`src/rtl/core/mkw_pkg.sv`:
```
// shared types, register indexes and constants for the mouse-key motion and warp engine
package mkw_pkg;

  localparam int unsigned CFG_INDEX_W = 3;
  localparam int unsigned CFG_DATA_W  = 16;

  // register indexes on the write port
  localparam logic [CFG_INDEX_W-1:0] REG_SPEED_LIMIT = 3'd0;
  localparam logic [CFG_INDEX_W-1:0] REG_GRID_DIV    = 3'd1;
  localparam logic [CFG_INDEX_W-1:0] REG_ORIGIN_LEFT = 3'd2;
  localparam logic [CFG_INDEX_W-1:0] REG_ORIGIN_TOP  = 3'd3;
  localparam logic [CFG_INDEX_W-1:0] REG_FULL_WIDTH  = 3'd4;
  localparam logic [CFG_INDEX_W-1:0] REG_FULL_HEIGHT = 3'd5;

  // register reset values
  localparam logic [6:0]  SPEED_LIMIT_RST = 7'd127;
  localparam logic [1:0]  GRID_DIV_RST    = 2'd2;
  localparam logic [15:0] ORIGIN_RST      = 16'd0;
  localparam logic [15:0] FULL_SIZE_RST   = 16'd32767;

  // item modes
  localparam logic [1:0] MODE_MOVE = 2'd0;
  localparam logic [1:0] MODE_WARP = 2'd1;
  localparam logic [1:0] MODE_END  = 2'd2;

  // warp command bits
  localparam int unsigned CMD_UP    = 0;
  localparam int unsigned CMD_DOWN  = 1;
  localparam int unsigned CMD_LEFT  = 2;
  localparam int unsigned CMD_RIGHT = 3;
  localparam int unsigned CMD_END   = 4;

  // report kinds
  localparam logic KIND_REL = 1'b0;
  localparam logic KIND_ABS = 1'b1;

  // diagonal scale 99/140: floor(m * 99 / 140) == (m * SCALE_MUL) >> SCALE_SHIFT for m <= 128
  localparam int unsigned   SCALE_SHIFT = 20;
  localparam logic [19:0]   SCALE_MUL   = 20'd741510;

  // floor(w / 3) == (w * DIV3_MUL) >> DIV3_SHIFT for any 16-bit w
  localparam int unsigned   DIV3_SHIFT = 17;
  localparam logic [15:0]   DIV3_MUL   = 16'd43691;

  localparam logic [7:0] GAIN_MAX = 8'd255;

  typedef struct packed {
    logic [1:0]        mode;
    logic signed [7:0] move_x;
    logic signed [7:0] move_y;
    logic [7:0]        accel_step;
    logic [4:0]        warp_command;
  } in_item_t;

  typedef struct packed {
    logic              report_kind;
    logic signed [3:0] step_x;
    logic signed [3:0] step_y;
    logic [15:0]       abs_x;
    logic [15:0]       abs_y;
  } out_item_t;

  // shared sequencing and item info handed to both axis lanes
  typedef struct packed {
    logic st_a;
    logic st_b;
    logic commit;
    logic is_move;
    logic is_warp;
    logic diag;
    logic warping;
    logic zoom_center;
  } lane_ctrl_t;

  // per-axis warp direction bits
  typedef struct packed {
    logic near_side;
    logic far_side;
  } lane_dir_t;

endpackage

```
`src/rtl/core/mkw_chan_if.sv`:
```
// valid/ready channel carrying one payload item
interface mkw_chan_if #(parameter type T = logic);
  logic valid;
  logic ready;
  T     data;

  modport source (output valid, output data, input ready);
  modport sink   (input valid, input data, output ready);
endinterface

```
`src/rtl/core/mkw_accel.sv`:
```
// cubic acceleration curve, two register stages
module mkw_accel (
  input  logic       clk,
  input  logic       st_a,
  input  logic       st_b,
  input  logic [7:0] phase,
  output logic [7:0] gain
);

  logic [15:0] sq_prod;
  logic [7:0]  sq;
  logic [15:0] cu_prod;
  logic [9:0]  curve;

  assign sq_prod = {8'b0, phase} * {8'b0, phase};
  assign cu_prod = {8'b0, sq} * {8'b0, phase};
  // 3*sq - 2*cu + 1, never negative since cu <= sq
  assign curve = ({2'b0, sq} + {1'b0, sq, 1'b0}) - {1'b0, cu_prod[15:8], 1'b0} + 10'd1;

  always_ff @(posedge clk) begin
    if (st_a) begin
      sq <= sq_prod[15:8];
    end
    if (st_b) begin
      gain <= (curve > {2'b0, mkw_pkg::GAIN_MAX}) ? mkw_pkg::GAIN_MAX : curve[7:0];
    end
  end

endmodule

```
`src/rtl/core/mkw_axis_lane.sv`:
```
// one axis: relative motion with subpixel residue, and warp section narrowing
module mkw_axis_lane (
  input  logic                   clk,
  input  logic                   rst,
  input  mkw_pkg::lane_ctrl_t    ctrl,
  input  mkw_pkg::lane_dir_t     dir,
  input  logic signed [7:0]      move,
  input  logic [7:0]             gain,
  input  logic [6:0]             speed_limit,
  input  logic [1:0]             grid,
  input  logic [15:0]            origin,
  input  logic [15:0]            full_size,
  output logic signed [3:0]      step,
  output logic [15:0]            center
);

  localparam logic [15:0] DIV3_MUL_EXT = mkw_pkg::DIV3_MUL;

  // motion path
  logic [7:0]         mag;
  logic [27:0]        scale_prod;
  logic [6:0]         q_mag;
  logic signed [7:0]  v_q;
  logic signed [7:0]  v_next;
  logic signed [7:0]  q_signed;
  logic signed [17:0] prod_s;
  logic signed [17:0] sum_s;
  logic signed [17:0] lim_s;
  logic signed [17:0] sat_s;
  logic [3:0]         residue;

  // warp path
  logic [15:0] section_pos;
  logic [15:0] section_size;
  logic [15:0] base_pos;
  logic [15:0] base_size;
  logic [31:0] div3_prod;
  logic [15:0] size_div;
  logic [15:0] pos_a;
  logic [15:0] size_a;
  logic [15:0] offset;
  logic [15:0] pos_b;

  assign mag        = move[7] ? 8'(-move) : move;
  assign scale_prod = {20'b0, mag} * {8'b0, mkw_pkg::SCALE_MUL};
  assign q_signed   = move[7] ? -$signed({1'b0, q_mag}) : $signed({1'b0, q_mag});
  // scaled axis that rounds to zero keeps its original value
  assign v_next     = (ctrl.diag && q_mag != 7'd0) ? q_signed : move;

  assign prod_s = $signed({{10{v_q[7]}}, v_q}) * $signed({10'b0, gain});
  assign sum_s  = prod_s + $signed({14'b0, residue});
  assign lim_s  = $signed({11'b0, speed_limit});

  always_comb begin
    priority if (sum_s > lim_s) begin
      sat_s = lim_s;
    end else if (sum_s < -lim_s) begin
      sat_s = -lim_s;
    end else begin
      sat_s = sum_s;
    end
  end

  // upper nibble of the saturated sum is the arithmetic shift by 4
  assign step = (v_q == 8'sd0) ? 4'sd0 : $signed(sat_s[7:4]);

  assign base_pos  = ctrl.warping ? section_pos  : origin;
  assign base_size = ctrl.warping ? section_size : full_size;
  assign div3_prod = {16'b0, base_size} * {16'b0, DIV3_MUL_EXT};

  always_comb begin
    unique case (grid)
      2'd3:    size_div = {1'b0, div3_prod[mkw_pkg::DIV3_SHIFT +: 15]};
      2'd2:    size_div = {1'b0, base_size[15:1]};
      default: size_div = base_size;
    endcase
  end

  always_comb begin
    priority if (ctrl.zoom_center) begin
      offset = size_a;
    end else if (dir.far_side) begin
      unique case (grid)
        2'd3:    offset = {size_a[14:0], 1'b0};
        2'd2:    offset = size_a;
        default: offset = 16'd0;
      endcase
    end else if (!dir.near_side) begin
      offset = size_a;
    end else begin
      offset = 16'd0;
    end
  end

  assign center = pos_b + {1'b0, size_a[15:1]};

  always_ff @(posedge clk) begin
    if (ctrl.st_a) begin
      q_mag  <= scale_prod[mkw_pkg::SCALE_SHIFT +: 7];
      pos_a  <= base_pos;
      size_a <= size_div;
    end
    if (ctrl.st_b) begin
      v_q   <= v_next;
      pos_b <= pos_a + offset;
    end
    if (ctrl.commit && ctrl.is_warp) begin
      section_pos  <= pos_b;
      section_size <= size_a;
    end
  end

  always_ff @(posedge clk) begin
    if (rst) begin
      residue <= 4'd0;
    end else if (ctrl.commit && ctrl.is_move) begin
      residue <= (v_q == 8'sd0) ? 4'd0 : sat_s[3:0];
    end
  end

endmodule

```
`src/rtl/core/mouse_key_motion_and_warp_top.sv`:
```
// top level: item sequencing, configuration registers and report merge
//
// Mouse-key engine. Items arrive on the items channel (valid/ready); a
// transfer takes one of: relative move, warp command or end of warping.
// Moves and warp commands give one report on the reports channel; end of
// warping, a warp command with its end bit set, and the unused mode give
// none. Two axis lanes work side by side, each doing the motion or warp math
// for its axis; the output register merges their results into one report.
// Configuration is written through wr_en / wr_index / wr_data; the user must
// write it only while idle, which the block itself does not enforce.
// Sequence: an item is taken in the idle state and passes the work states
// ST_A (scale and divide), ST_B (acceleration curve and section offset) and
// ST_C (gain multiply with saturation and section center), where it commits;
// a new item is taken only after that, once the block is back in idle.
// The output register holds a waiting report, so a new item is taken while
// it waits; if it is still not drained when the next result is due, the
// block holds in its last work cycle until reports.ready.
// Reset (rst, synchronous) clears residues, ends warping, empties the output
// register and loads the configuration reset values.
module mouse_key_motion_and_warp_top (
  input  logic                                clk,
  input  logic                                rst,
  mkw_chan_if.sink                            items,
  mkw_chan_if.source                          reports,
  input  logic                                wr_en,
  input  logic [mkw_pkg::CFG_INDEX_W-1:0]     wr_index,
  input  logic [mkw_pkg::CFG_DATA_W-1:0]      wr_data
);

  localparam logic [1:0] ST_IDLE = 2'd0;
  localparam logic [1:0] ST_A    = 2'd1;
  localparam logic [1:0] ST_B    = 2'd2;
  localparam logic [1:0] ST_C    = 2'd3;

  logic [1:0]  state;
  logic [1:0]  state_next;

  logic [6:0]  speed_limit;
  logic [1:0]  grid_divisions;
  logic [15:0] warp_origin_left;
  logic [15:0] warp_origin_top;
  logic [15:0] warp_full_width;
  logic [15:0] warp_full_height;

  mkw_pkg::in_item_t   item;
  mkw_pkg::out_item_t  report;
  mkw_pkg::out_item_t  report_next;
  logic                report_valid;
  logic                warping_active;

  logic                 accept;
  logic                 is_move;
  logic                 is_warp;
  logic                 produces;
  logic                 out_free;
  logic                 commit;
  logic [1:0]           grid;
  logic [7:0]           gain;
  mkw_pkg::lane_ctrl_t  ctrl;
  mkw_pkg::lane_dir_t   dir_x;
  mkw_pkg::lane_dir_t   dir_y;
  logic signed [3:0]    step_x;
  logic signed [3:0]    step_y;
  logic [15:0]          center_x;
  logic [15:0]          center_y;

  assign items.ready = (state == ST_IDLE);
  assign accept      = items.valid && items.ready;

  assign is_move  = (item.mode == mkw_pkg::MODE_MOVE);
  assign is_warp  = (item.mode == mkw_pkg::MODE_WARP);
  assign produces = is_move || (is_warp && !item.warp_command[mkw_pkg::CMD_END]);
  assign out_free = !report_valid || reports.ready;
  assign commit   = (state == ST_C) && (!produces || out_free);

  // grid of zero behaves as one
  assign grid = (grid_divisions == 2'd0) ? 2'd1 : grid_divisions;

  assign ctrl.st_a        = (state == ST_A);
  assign ctrl.st_b        = (state == ST_B);
  assign ctrl.commit      = commit;
  assign ctrl.is_move     = is_move;
  assign ctrl.is_warp     = is_warp;
  assign ctrl.diag        = (item.move_x != 8'sd0) && (item.move_y != 8'sd0);
  assign ctrl.warping     = warping_active;
  assign ctrl.zoom_center = item.warp_command[mkw_pkg::CMD_UP] &&
                            item.warp_command[mkw_pkg::CMD_DOWN];

  assign dir_x.near_side = item.warp_command[mkw_pkg::CMD_LEFT];
  assign dir_x.far_side  = item.warp_command[mkw_pkg::CMD_RIGHT];
  assign dir_y.near_side = item.warp_command[mkw_pkg::CMD_UP];
  assign dir_y.far_side  = item.warp_command[mkw_pkg::CMD_DOWN];

  mkw_accel u_accel (
    .clk   (clk),
    .st_a  (ctrl.st_a),
    .st_b  (ctrl.st_b),
    .phase (item.accel_step),
    .gain  (gain)
  );

  mkw_axis_lane u_lane_x (
    .clk         (clk),
    .rst         (rst),
    .ctrl        (ctrl),
    .dir         (dir_x),
    .move        (item.move_x),
    .gain        (gain),
    .speed_limit (speed_limit),
    .grid        (grid),
    .origin      (warp_origin_left),
    .full_size   (warp_full_width),
    .step        (step_x),
    .center      (center_x)
  );

  mkw_axis_lane u_lane_y (
    .clk         (clk),
    .rst         (rst),
    .ctrl        (ctrl),
    .dir         (dir_y),
    .move        (item.move_y),
    .gain        (gain),
    .speed_limit (speed_limit),
    .grid        (grid),
    .origin      (warp_origin_top),
    .full_size   (warp_full_height),
    .step        (step_y),
    .center      (center_y)
  );

  always_comb begin
    unique case (state)
      ST_IDLE: state_next = accept ? ST_A : ST_IDLE;
      ST_A:    state_next = ST_B;
      ST_B:    state_next = ST_C;
      ST_C:    state_next = commit ? ST_IDLE : ST_C;
      default: state_next = ST_IDLE;
    endcase
  end

  // merge lane results into one report
  always_comb begin
    if (is_move) begin
      report_next.report_kind = mkw_pkg::KIND_REL;
      report_next.step_x      = step_x;
      report_next.step_y      = step_y;
      report_next.abs_x       = 16'd0;
      report_next.abs_y       = 16'd0;
    end else begin
      report_next.report_kind = mkw_pkg::KIND_ABS;
      report_next.step_x      = 4'sd0;
      report_next.step_y      = 4'sd0;
      report_next.abs_x       = center_x;
      report_next.abs_y       = center_y;
    end
  end

  always_ff @(posedge clk) begin
    if (rst) begin
      state          <= ST_IDLE;
      report_valid   <= 1'b0;
      warping_active <= 1'b0;
    end else begin
      state <= state_next;
      if (commit && produces) begin
        report_valid <= 1'b1;
      end else if (reports.ready) begin
        report_valid <= 1'b0;
      end
      // the unused mode leaves warping as it is
      if (commit) begin
        if (is_warp) begin
          warping_active <= !item.warp_command[mkw_pkg::CMD_END];
        end else if (is_move || item.mode == mkw_pkg::MODE_END) begin
          warping_active <= 1'b0;
        end
      end
    end
  end

  always_ff @(posedge clk) begin
    if (accept) begin
      item <= items.data;
    end
    if (commit && produces) begin
      report <= report_next;
    end
  end

  always_ff @(posedge clk) begin
    if (rst) begin
      speed_limit      <= mkw_pkg::SPEED_LIMIT_RST;
      grid_divisions   <= mkw_pkg::GRID_DIV_RST;
      warp_origin_left <= mkw_pkg::ORIGIN_RST;
      warp_origin_top  <= mkw_pkg::ORIGIN_RST;
      warp_full_width  <= mkw_pkg::FULL_SIZE_RST;
      warp_full_height <= mkw_pkg::FULL_SIZE_RST;
    end else if (wr_en) begin
      unique case (wr_index)
        mkw_pkg::REG_SPEED_LIMIT: speed_limit      <= wr_data[6:0];
        mkw_pkg::REG_GRID_DIV:    grid_divisions   <= wr_data[1:0];
        mkw_pkg::REG_ORIGIN_LEFT: warp_origin_left <= wr_data;
        mkw_pkg::REG_ORIGIN_TOP:  warp_origin_top  <= wr_data;
        mkw_pkg::REG_FULL_WIDTH:  warp_full_width  <= wr_data;
        mkw_pkg::REG_FULL_HEIGHT: warp_full_height <= wr_data;
        default: ;
      endcase
    end
  end

  assign reports.valid = report_valid;
  assign reports.data  = report;

  // a transfer always starts the work sequence
  a_accept_starts: assert property (@(posedge clk) disable iff (rst)
    accept |=> state == ST_A)
    else $error("accepted item did not enter the first work cycle");

  // a committed move always ends warping
  a_move_ends_warp: assert property (@(posedge clk) disable iff (rst)
    commit && is_move |=> !warping_active)
    else $error("warping still active after a move");

  // relative reports carry no absolute position
  a_rel_no_abs: assert property (@(posedge clk) disable iff (rst)
    reports.valid && reports.data.report_kind == mkw_pkg::KIND_REL |->
      reports.data.abs_x == 16'd0 && reports.data.abs_y == 16'd0)
    else $error("relative report with nonzero absolute fields");

  // a pending report is never overwritten before it is taken
  a_no_overwrite: assert property (@(posedge clk) disable iff (rst)
    report_valid && !reports.ready |=> $stable(report))
    else $error("waiting report changed before transfer");

endmodule

```
`src/flat_wrapper.sv`:
```
// flat-port wrapper written by rule: the top's interface ports become plain ports
module mouse_key_motion_and_warp_top_flat 
  (clk, rst, wr_en, wr_index, wr_data, items_valid, items_data, items_ready, reports_valid, reports_data, reports_ready);
  mkw_chan_if #(.T(mkw_pkg::in_item_t)) items_i ();
  mkw_chan_if #(.T(mkw_pkg::out_item_t)) reports_i ();
  input  logic clk;
  input  logic rst;
  input  logic wr_en;
  input  logic [mkw_pkg::CFG_INDEX_W-1:0] wr_index;
  input  logic [mkw_pkg::CFG_DATA_W-1:0] wr_data;
  input wire logic [$bits(items_i.valid)-1:0] items_valid;
  input wire logic [$bits(items_i.data)-1:0] items_data;
  output wire logic [$bits(items_i.ready)-1:0] items_ready;
  output wire logic [$bits(reports_i.valid)-1:0] reports_valid;
  output wire logic [$bits(reports_i.data)-1:0] reports_data;
  input wire logic [$bits(reports_i.ready)-1:0] reports_ready;
  assign items_i.valid = items_valid;
  assign items_i.data = items_data;
  assign items_ready = items_i.ready;
  assign reports_valid = reports_i.valid;
  assign reports_data = reports_i.data;
  assign reports_i.ready = reports_ready;
  mouse_key_motion_and_warp_top u_core (.clk(clk), .rst(rst), .items(items_i), .reports(reports_i), .wr_en(wr_en), .wr_index(wr_index), .wr_data(wr_data));
endmodule
```
`config.mk`:
```
export PLATFORM = sky130hd
export DESIGN_NAME = mouse_key_motion_and_warp_top_flat
export DESIGN_NICKNAME = d
export VERILOG_FILES = /design/src/rtl/core/mkw_pkg.sv /design/src/rtl/core/mkw_chan_if.sv /design/src/rtl/core/mkw_accel.sv /design/src/rtl/core/mkw_axis_lane.sv /design/src/rtl/core/mouse_key_motion_and_warp_top.sv /design/src/flat_wrapper.sv
export SDC_FILE = /design/constraint.sdc
export NUM_CORES = 2
export LEC_CHECK = 0
export ABC_AREA = 1
export BUFFER_PORTS_ARGS = -buffer_cell sky130_fd_sc_hd__clkbuf_2
export CAP_MARGIN = 20
export CELL_PAD_IN_SITES_DETAIL_PLACEMENT = 1
export CELL_PAD_IN_SITES_GLOBAL_PLACEMENT = 2
export CORE_ASPECT_RATIO = 0.75
export CORE_MARGIN = 2
export CORE_UTILIZATION = 34
export DETAILED_ROUTE_END_ITERATION = 7
export PLACE_DENSITY_LB_ADDON = 0.1
export SLEW_MARGIN = 20
export SYNTH_ARGS = -nofsm -noshare
export SYNTH_HDL_FRONTEND = slang
export SYNTH_HIERARCHICAL = 1
export SYNTH_SLANG_ARGS = --single-unit
export TNS_END_PERCENT = 1
```
`constraint.sdc`:
```
create_clock -name clk -period 6.45 [get_ports clk]
set_input_delay 0.3225 -clock clk [delete_from_list [all_inputs] [get_ports clk]]
set_output_delay 0.3225 -clock clk [all_outputs]
set_load 0.02 [all_outputs]
```
==> results_dict.tcl <==
set metrics [dict create \
    status "complete, no violations" \
    r2r_start "u_core/warping_active$_SDFFE_PP0P_" \
    yosys_warnings 6 \
    chipHeight_um 306 \
    cts_sinks 363 \
    skew_ns 0.0221 \
    endpoint "u_core/u_lane_x/size_a[7]$_DFFE_PP_" \
    crit_start "u_core/warping_active$_SDFFE_PP0P_" \
    cts_root_buf "clkbuf_16" \
    setup_ws_ns 0.220 \
    yosysUniqueCellTypes 55 \
    synthDominantCellAreaShare_pct 20.2 \
    cts_tree "yes" \
    worstSkewPairLatency_ns 0.62 \
    critPathKind "reg -> reg" \
    final_layout_size_suffix_gt1_share_pct 11.3 \
    synth_top_cell_by_area "ha_1" \
    gr-total-overflow 0 \
    cp_data_required_time_ns 6.79 \
    largest_reg_flops 41 \
    cp_max_fo 9 \
    placementRows 110 \
    slowest_delay_ns 0.55 \
    fin_crit_sh_pct 96.6 \
    syn-num-nets 5958 \
    finalHoldViolations 0 \
    fmax_mhz 161 \
    htreeDepth 2 \
    clockBufferDepth 3 \
    routedWlPerCell_um 20.1 \
    portBuffers 97 \
    yosys_most_used_dff "edfxtp_1" \
    core_um2 120000 \
    rsz0062_at_grt "yes" \
    final-setup-viol-count 0 \
    yosys-top-cells-count "1112 x inv_1, 822 x nand2_1, 668 x ha_1, 341 x fa_1, 278 x edfxtp_1" \
    end_kind "flip-flop" \
    nets 6243 \
    area_growth_pct 14.4 \
    avgViaCountPerCell 4.80 \
    grt_pass1_vias 33900 \
    cap_viol_max_count 0 \
    pre_cts_ws_ns -0.119 \
    post-route-min-period_ns 6.23 \
    grt_pass1_wl_um 213000 \
    ant_nets 0 \
    startpoint_type "flip-flop" \
    fillers 14300 \
    crit_slowest_cell "fa_1" \
    r2r_end "u_core/u_lane_x/size_a[7]$_DFFE_PP_" \
    yosysSeqAreaShare_pct 24.3 \
    grt_usage_pct 22.4 \
    die_area_um2 125000 \
    dpl.hpwl_um 114000 \
    first_pass_iters 5 \
    die_x_um 407 \
    cpMostUsedCell "inv_1" \
    placed_cells 6676 \
    whs_path_depth 3 \
    holdWs_ns 0.0689 \
    worst_pin_slew_ns 1.06 \
    synth_edf_count 278 \
    maxSlewViolCount 0 \
    rr_worst_depth 23 \
    syn_area_per_cell_um2 8.46 \
    synth_cells 4894 \
    synth_seq_cells 363 \
    grt_start_max_net_pins 74 \
    synthArstFlopShare_pct 0 \
    io_pins 98 \
    routed_wl_um 138000 \
    drt_drc_violations_left 0 \
    clk_pin_slew_ns 0.07 \
    antenna_found_initial 10 \
    gp_congestion 0.920 \
    vias 32800 \
    yosysMostFrequentCell "inv_1" \
    numCtsBuffers 44 \
    start_util_pct 34.4 \
    rrSetupSlack_ns 0.22 \
    crit_arrival_ns 6.57 \
    drtIter0Drc 2005 \
    slew_headroom_pct 29.6 \
    yosys-top-cells-area "ha_1 20%, edfxtp_1 20%, fa_1 16%" \
    instances_no_fill 6840 \
    crit_path_cell_trace "buf_4 > o21ai_0 > inv_1 > buf_4 > ha_1 > ha_1 > inv_1 > fa_1 > inv_1 > fa_1 > inv_1 > fa_1 > inv_1 > fa_1 > ha_1 > nand2_1 > o21ai_0 > a21oi_1 > o211ai_1 > a21oi_2 > buf_4 > xor2_1 > o221ai_1" \
    netlist_area_um2 41400 \
    hold_path.class "in -> reg" \
]
-- through the flow --
stage	utilization [%]	area (um2)	setup TNS [ns]
after floorplan	-	41400	0
after global placement	37.2	44800	-0.506
after global routing	39.3	47400	-0.798
final	39.3	47400	0
after detailed placement	37.2	44800	-0.720
after CTS	38.7	46600	0
-- logic make-up after synthesis --
| logic type | Yosys count | share of synthesized area [%] |
|---|---|---|
| AND/OR/NAND/NOR | 1451 | 14.9 |
| buffers and inverters | 1231 | 11.3 |
| adder cells (fa/ha/maj) | 1009 | 36.7 |
| AO/OA/AOI/OAI | 657 | 8.71 |
| flip-flops | 363 | 24.3 |
| XOR/XNOR | 144 | 3.08 |
| multiplexers | 39 | 1.06 |
-- routing by layer --
| layer | GRT usage (%) | share of wire (%) |
|---|---|---|
| met5 | 0 | 0 |
| met4 | 2.19 | 0.78 |
| met3 | 3.45 | 4.9 |
| met2 | 31.0 | 39 |
| met1 | 37.0 | 56 |
-- worst min-delay path by stage --
stage                                            start                                 endpoint
2_1_floorplan                                      rst               u_core/state[0]$_SDFF_PP0_
3_3_place_gp   u_core/warp_origin_top[15]$_SDFFE_PP0P_  u_core/warp_origin_top[15]$_SDFFE_PP0P_
3_5_place_dp    u_core/warp_origin_top[1]$_SDFFE_PP0P_   u_core/warp_origin_top[1]$_SDFFE_PP0P_
4_1_cts                                    wr_index[2]    u_core/grid_divisions[1]$_SDFFE_PP1P_
5_1_grt                                     wr_data[2]       u_core/speed_limit[2]$_SDFFE_PP1P_
6_report                                    wr_data[2]       u_core/speed_limit[2]$_SDFFE_PP1P_
-- layout make-up --
class | count | area, um2 | share of cell area [%]
Antenna cell | 1 | 2.50 | 0.00528
Sequential cell | 363 | 10100 | 21.2
Multi-Input combinational cell | 3300 | 27200 | 57.4
Clock inverter | 24 | 170 | 0.359
Clock buffer | 58 | 1180 | 2.50
Timing Repair Buffer | 342 | 2520 | 5.33
Inverter | 1128 | 4240 | 8.94
Tap cell | 1624 | 2030 | 4.29
-- layout by cell type, fill, tap and decap left out, types with 9 or more instances in the layout --
cell type | Yosys | final
nor2_1 | 233 | 227
clkinv_2 | 0 | 9
nand4_1 | 35 | 35
ha_4 | 0 | 12
nand2_1 | 822 | 802
buf_4 | 3 | 198
inv_1 | 1112 | 1103
dfxtp_1 | 85 | 84
o21bai_1 | 14 | 13
o21ai_0 | 243 | 228
ha_1 | 668 | 651
o21a_1 | 10 | 10
o21ai_1 | 28 | 33
nor2_2 | 10 | 12
inv_2 | 7 | 15
mux2_2 | 39 | 37
edfxtp_1 | 278 | 278
a21oi_2 | 6 | 14
clkinv_1 | 9 | 14
clkbuf_16 | 0 | 45
xor2_1 | 99 | 96
nand3_1 | 217 | 215
dlygate4sd3_1 | 0 | 31
nand2_2 | 29 | 45
clkbuf_1 | 80 | 12
a21o_1 | 21 | 21
nor3_1 | 45 | 41
nand3_2 | 8 | 10
xnor2_1 | 43 | 42
clkbuf_2 | 0 | 97
o211ai_1 | 26 | 26
nor4_1 | 18 | 15
fa_1 | 341 | 339
a21oi_1 | 271 | 262
or2_2 | 16 | 16
o21ai_2 | 3 | 11
-- critical path: cells and delay by family (launching register included) --
kind	cells	cell delay, ns
XOR/XNOR	1	0.24
AND/OR/NAND/NOR	1	0.20
adder cells (fa/ha/maj)	7	3.07
AO/OA/AOI/OAI	6	1.20
buffers and inverters	8	0.86
flip-flops	1	0.39
-- what timing repair did --
action,in CTS,in global routing
endpoints found under the setup margin,15,44
resized for setup,4,121
pin swaps,0,41
buffers inserted,9,41
hold buffers,31,0
hold endpoints to repair,31,0
Power is not shown: default switching activity piles up to over one toggle a cycle in this logic, so the estimate is an artifact.
